===== config.mk =====
export PLATFORM = sky130hd
export DESIGN_NAME = ttrr_ctrl
export DESIGN_NICKNAME = d
export VERILOG_FILES = /design/src/rtl/ttrr_pkg.sv /design/src/rtl/ttrr_ctrl.sv
export SDC_FILE = /design/constraint.sdc
export NUM_CORES = 1
export LEC_CHECK = 0
export BUFFER_PORTS_ARGS = -buffer_cell sky130_fd_sc_hd__buf_2
export CAP_MARGIN = 20
export CORE_AREA = 5 5 42 44
export CTS_CLUSTER_DIAMETER = 150
export DETAILED_ROUTE_END_ITERATION = 7
export DIE_AREA = 0 0 47 49
export PLACE_DENSITY = 0.69
export SLEW_MARGIN = 20
export SYNTH_ARGS = -nofsm -noshare
export SYNTH_HDL_FRONTEND = slang
export SYNTH_SLANG_ARGS = --single-unit

===== constraint.sdc =====
create_clock -name clk -period 1.55 [get_ports clk]
set_input_delay 0.155 -clock clk [delete_from_list [all_inputs] [get_ports clk]]
set_output_delay 0.155 -clock clk [all_outputs]
set_load 0.02 [all_outputs]

===== src/rtl/ttrr_pkg.sv =====
// ttrr_pkg: shared types and codes for the task table scheduler
// no dependencies
`default_nettype none
package ttrr_pkg;

    typedef enum logic [3:0] {
        FN_ALLOC    = 4'd0,
        FN_FREE     = 4'd1,
        FN_READY    = 4'd2,
        FN_YIELD    = 4'd3,
        FN_BLOCK    = 4'd4,
        FN_LINK     = 4'd5,
        FN_EXIT     = 4'd6,
        FN_FINDZ    = 4'd7,
        FN_SCHEDULE = 4'd8,
        FN_RUN      = 4'd9
    } func_t;

    localparam logic [2:0] ST_UNUSED  = 3'd0;
    localparam logic [2:0] ST_UNINIT  = 3'd1;
    localparam logic [2:0] ST_READY   = 3'd2;
    localparam logic [2:0] ST_RUNNING = 3'd3;
    localparam logic [2:0] ST_BLOCKED = 3'd4;
    localparam logic [2:0] ST_ZOMBIE  = 3'd5;

    typedef struct packed {
        logic [3:0]  func;
        logic [5:0]  slot;
        logic signed [31:0] exit_value;
    } in_item_t;

    typedef struct packed {
        logic        ok;
        logic [5:0]  result_slot;
        logic [31:0] result_pid;
        logic signed [31:0] result_exit;
        logic [2:0]  result_status;
    } out_item_t;

    // controller to datapath
    typedef struct packed {
        logic load;     // capture input item
        logic scan_clr; // zero scan index
        logic scan_inc; // advance scan index
        logic apply;    // perform single-step op
        logic hit_act;  // act on scan hit
        logic fail;     // report failure
        logic clr_link; // clear matching link at scan index
    } ctl_cmd_t;

    // datapath to controller
    typedef struct packed {
        logic       scan_last;
        logic       scan_hit;
        logic [3:0] func;
        logic       slot_ok;
    } ctl_sts_t;

endpackage
`default_nettype wire


===== src/rtl/ttrr_ctrl.sv =====
// ttrr_ctrl: sequencing state machine for the task table scheduler
// depends on ttrr_pkg
`default_nettype none
module ttrr_ctrl (
    input  wire logic               clk,
    input  wire logic               rst_n,
    input  wire logic               in_valid,
    output logic                    in_stall,
    output logic                    out_valid,
    input  wire logic               out_stall,
    input  wire ttrr_pkg::ctl_sts_t sts,
    output ttrr_pkg::ctl_cmd_t      cmd
);
    typedef enum logic [4:0] {
        S_IDLE = 5'b00001,
        S_DEC  = 5'b00010,
        S_SCAN = 5'b00100,
        S_CLR  = 5'b01000,
        S_OUT  = 5'b10000
    } state_t;

    state_t state_reg, state_next;
    logic in_xfer;
    logic out_xfer;
    logic is_scan;
    logic needs_slot;

    assign in_stall  = (state_reg != S_IDLE);
    assign out_valid = (state_reg == S_OUT);
    assign in_xfer   = in_valid && !in_stall;
    assign out_xfer  = out_valid && !out_stall;
    assign is_scan = (sts.func == ttrr_pkg::FN_ALLOC) || (sts.func == ttrr_pkg::FN_FINDZ)
                     || (sts.func == ttrr_pkg::FN_SCHEDULE);
    assign needs_slot = (sts.func == ttrr_pkg::FN_FREE) || (sts.func == ttrr_pkg::FN_READY)
                     || (sts.func == ttrr_pkg::FN_LINK) || (sts.func == ttrr_pkg::FN_EXIT)
                     || (sts.func == ttrr_pkg::FN_FINDZ) || (sts.func == ttrr_pkg::FN_RUN);

    always_comb
    begin
        state_next = state_reg;
        cmd = '0;
        unique case (state_reg)
            S_IDLE:
            begin
                cmd.load = in_xfer;
                cmd.scan_clr = 1'b1;
                if (in_xfer)
                    state_next = S_DEC;
            end
            S_DEC:
            begin
                if (sts.func > ttrr_pkg::FN_RUN || (needs_slot && !sts.slot_ok))
                begin
                    cmd.fail = 1'b1;
                    state_next = S_OUT;
                end
                else if (is_scan)
                    state_next = S_SCAN;
                else if (sts.func == ttrr_pkg::FN_FREE && sts.scan_hit)
                begin
                    cmd.fail = 1'b1;
                    state_next = S_OUT;
                end
                else
                begin
                    cmd.apply = 1'b1;
                    state_next = (sts.func == ttrr_pkg::FN_EXIT) ? S_CLR : S_OUT;
                end
            end
            S_SCAN:
            begin
                if (sts.scan_hit)
                begin
                    cmd.hit_act = 1'b1;
                    state_next = S_OUT;
                end
                else if (sts.scan_last)
                begin
                    cmd.fail = 1'b1;
                    state_next = S_OUT;
                end
                else
                    cmd.scan_inc = 1'b1;
            end
            S_CLR:
            begin
                cmd.clr_link = 1'b1;
                if (sts.scan_last)
                    state_next = S_OUT;
                else
                    cmd.scan_inc = 1'b1;
            end
            S_OUT:
            begin
                if (out_xfer)
                    state_next = S_IDLE;
            end
            default: state_next = S_IDLE;
        endcase
    end

    always_ff @(posedge clk or negedge rst_n)
    begin
        if (!rst_n)
            state_reg <= S_IDLE;
        else
            state_reg <= state_next;
    end

`ifndef SYNTH
    a_no_accept_busy: assert property (@(posedge clk) disable iff (!rst_n)
        state_reg != S_IDLE |-> !cmd.load) else $error("transfer taken while busy");
    a_out_hold: assert property (@(posedge clk) disable iff (!rst_n)
        out_valid && out_stall |=> out_valid) else $error("result dropped");
    a_dec_after_load: assert property (@(posedge clk) disable iff (!rst_n)
        cmd.load |=> state_reg == S_DEC) else $error("load not followed by decode");
`endif
endmodule
`default_nettype wire


==> impl_metrics.ini <==
[clocking]
htree_levels = 1
cts_made_buffers = 3
root_buffer = clkbuf_4
cts_buffer_depth = 2
clock-sinks = 5
cts.clk_slew.worst_paths_ps = 40
cts_tree = done
clkLatencyLatePin_ps = 240

[grt]
grt_start_max_net_pins = 9
antenna_found_initial = 0
grt_pass1_vias = 492
overflow = 0
grt_pass1_wl_um = 1970
grt_usage_pct = 11.8

[logic_synthesis]
yosysUniqueCellTypes = 32
seq_area_frac_synth_pct = 29.4
synthTopCellsByArea = dfrtp_1 (23%), nand3b_1 (7.0%), dfstp_2 (6.1%)
synth_warnings = 0
synth.top_cell.area_share_pct = 23.3
syn_nets = 61
ys_ff_latch = 5
synth_area_um2 = 429
synth.avg_cell_area_um2 = 8.58
yosysTopAreaCell = dfrtp_1
syn-instance-count = 50

[power_and_ir_drop]
p_leak_nw = 0.327
p_per_area_nw_per_um2 = 1210
p_total_mw = 0.859
ir_worst_vdd_uv = 713

[setup_path]
cp.required_ps = 1390
slowest_stage = dfstp_2
cp.arrival_ps = 1530
crit_buf_inv = 3
timing_worst_setup_path_type = reg2out
max_stage_delay_ps = 540
path_cells = nand3b_1 > buf_4 > inv_2 > a32o_2 > buf_6
cp-start-kind = register
endpoint_kind = output port
worstPathMaxFanout = 4
critical_path.top_delay_family = flip-flops

[layout]
drive_above_1_share_pct = 56.3
areaGrowthSynthToFinish_pct = 65.9
largest_reg_flops = 5
fin_nets = 92
diodes = 0

[drt]
vias = 509
routed_wl_um = 1270
postRouteAntennaNets = 0
vias_per_cell = 5.30
post-route-drc-count = 0
dr.first_iter.drc_count = 5
dr.pass1.iters = 4
avgRoutedWirePerCell_um = 13.2

[die]
initial_utilization_pct = 30.6
pin_count = 20
core_um2 = 1400
rows = 14
dieWidth_um = 47
die_y_um = 49
die_area_um2 = 2300

[sta]
fmax_mhz = 595
tightest_slew_ps = 394
period_share_pct = 108
hold_viol = 0
grt_setup_unrepaired = yes
final-max-slew-violation-count = 0
slew-limit-headroom_pct = 73.5
fin_ws_ps = -131
min_period_ps = 1680
fin_setup_tns_ps = -295
skew_ps = 1.85
setup_viol_count_final = 3
holdWs_ps = 146

[status]
violations = setup timing
status = finished, violations left

[flow_run]
maxCapViolCount = 0

[place]
dpl.hpwl_um = 956
gp_congestion = 0.825
port_buffers = 19

[worst_hold_path]
hp-class = in2reg
layer usage:
| layer | part of all wire, % | track usage (%) | vias up |
|---|---|---|---|
| met4 | 2.8 | 5.53 | 0 |
| met3 | 7.3 | 5.54 | 4 |
| met2 | 48 | 17.4 | 21 |
| met1 | 41 | 14.0 | 231 |
| li1 | - | - | 253 |
| met5 | 0 | 0 | - |
final timing paths:
check,start,endpoint,slack (ps),cells after the start
max in group asynchronous,rst_n,state_reg[0],1090,2
setup reg to reg,state_reg[0],state_reg[0],140,5
hold / removal,in_valid,state_reg[1],150,2
min in group asynchronous,rst_n,state_reg[1],250,2
hold reg to reg,state_reg[1],state_reg[3],750,3
setup / recovery,state_reg[0],cmd[1],-130,5
power by group:
group	internal, mW	switching [mW]
combinational	0.250	0.259
clock	0.0973	0.0535
sequential	0.169	0.0304
cell usage after synthesis:
cell       instances
nand2b_1           1
nand3b_1           4
nor3_1             2
nor4_1             1
o311ai_2           1
a211oi_1           1
dfstp_2            1
o21ai_0            1
a32o_1             1
buf_6              1
o31a_1             1
a31oi_1            1
nor4b_1            1
a21oi_1            2
nor2b_1            1
nor2_1             4
o22ai_1            1
a211o_1            1
inv_2              1
or2_1              1
o32ai_1            1
nor3_2             1
a311oi_2           1
and3b_1            1
o21ai_1            2
a2111oi_2          1
nand3_1            1
dfrtp_1            4
a31o_1             1
inv_1              4
nand2_1            3
and2_1             2
cells by family (layout without fill, tap and decap cells):
| logic type | Yosys count | count (layout) | synth area share (%) |
|---|---|---|---|
| buf+inv | 6 | 36 | 7.00 |
| simple gates | 23 | 23 | 31.8 |
| compound gates | 16 | 16 | 31.8 |
| flops | 5 | 5 | 29.4 |
placed cells by master, fill, tap and decap left out, types with 2 or more instances in the layout:
cell type,instances
a21oi_1,2
buf_2,12
buf_4,12
buf_6,2
clkbuf_4,3
dfrtp_1,3
inv_1,3
inv_2,2
nand2_1,2
nand3b_1,4
nor2_1,4
nor3_4,2
o21ai_1,2
layout make-up:
type | instances | area (um^2)
Fill cell | 150 | 689
Multi-Input combinational cell | 39 | 337
Timing Repair Buffer | 27 | 183
Sequential cell | 5 | 128
Clock buffer | 4 | 26.3
Tap cell | 16 | 20.0
Inverter | 5 | 18.8
worst reg2reg max path: stages (launching register included):
cell and delay, ps:
dfstp_2 540, nand3b_1 190, buf_4 150, inv_2 30, buf_4 120, a311oi_2 270
metrics by stage:
stage | std cells | utilization, % | instance area [um^2] | worst slack, ps
6_report | 96 | 50.8 | 712 | -131
5_1_grt | 96 | 50.8 | 712 | -209
4_1_cts | 94 | 45.5 | 638 | -98.8
3_5_place_dp | 87 | 40.1 | 562 | 101
3_3_place_gp | 87 | 40.1 | 562 | 116
2_1_floorplan | 50 | - | 435 | 0.885
timing repair:
item | in CTS | in global routing
hold buffers | 1 | 0
setup buffers | 2 | 2
hold endpoints to repair | 5 | 0
resized for setup | 8 | 15
setup endpoints to repair | 6 | 7
pin swaps | 4 | 9
Note: power is estimated with default switching activity, not from simulation.
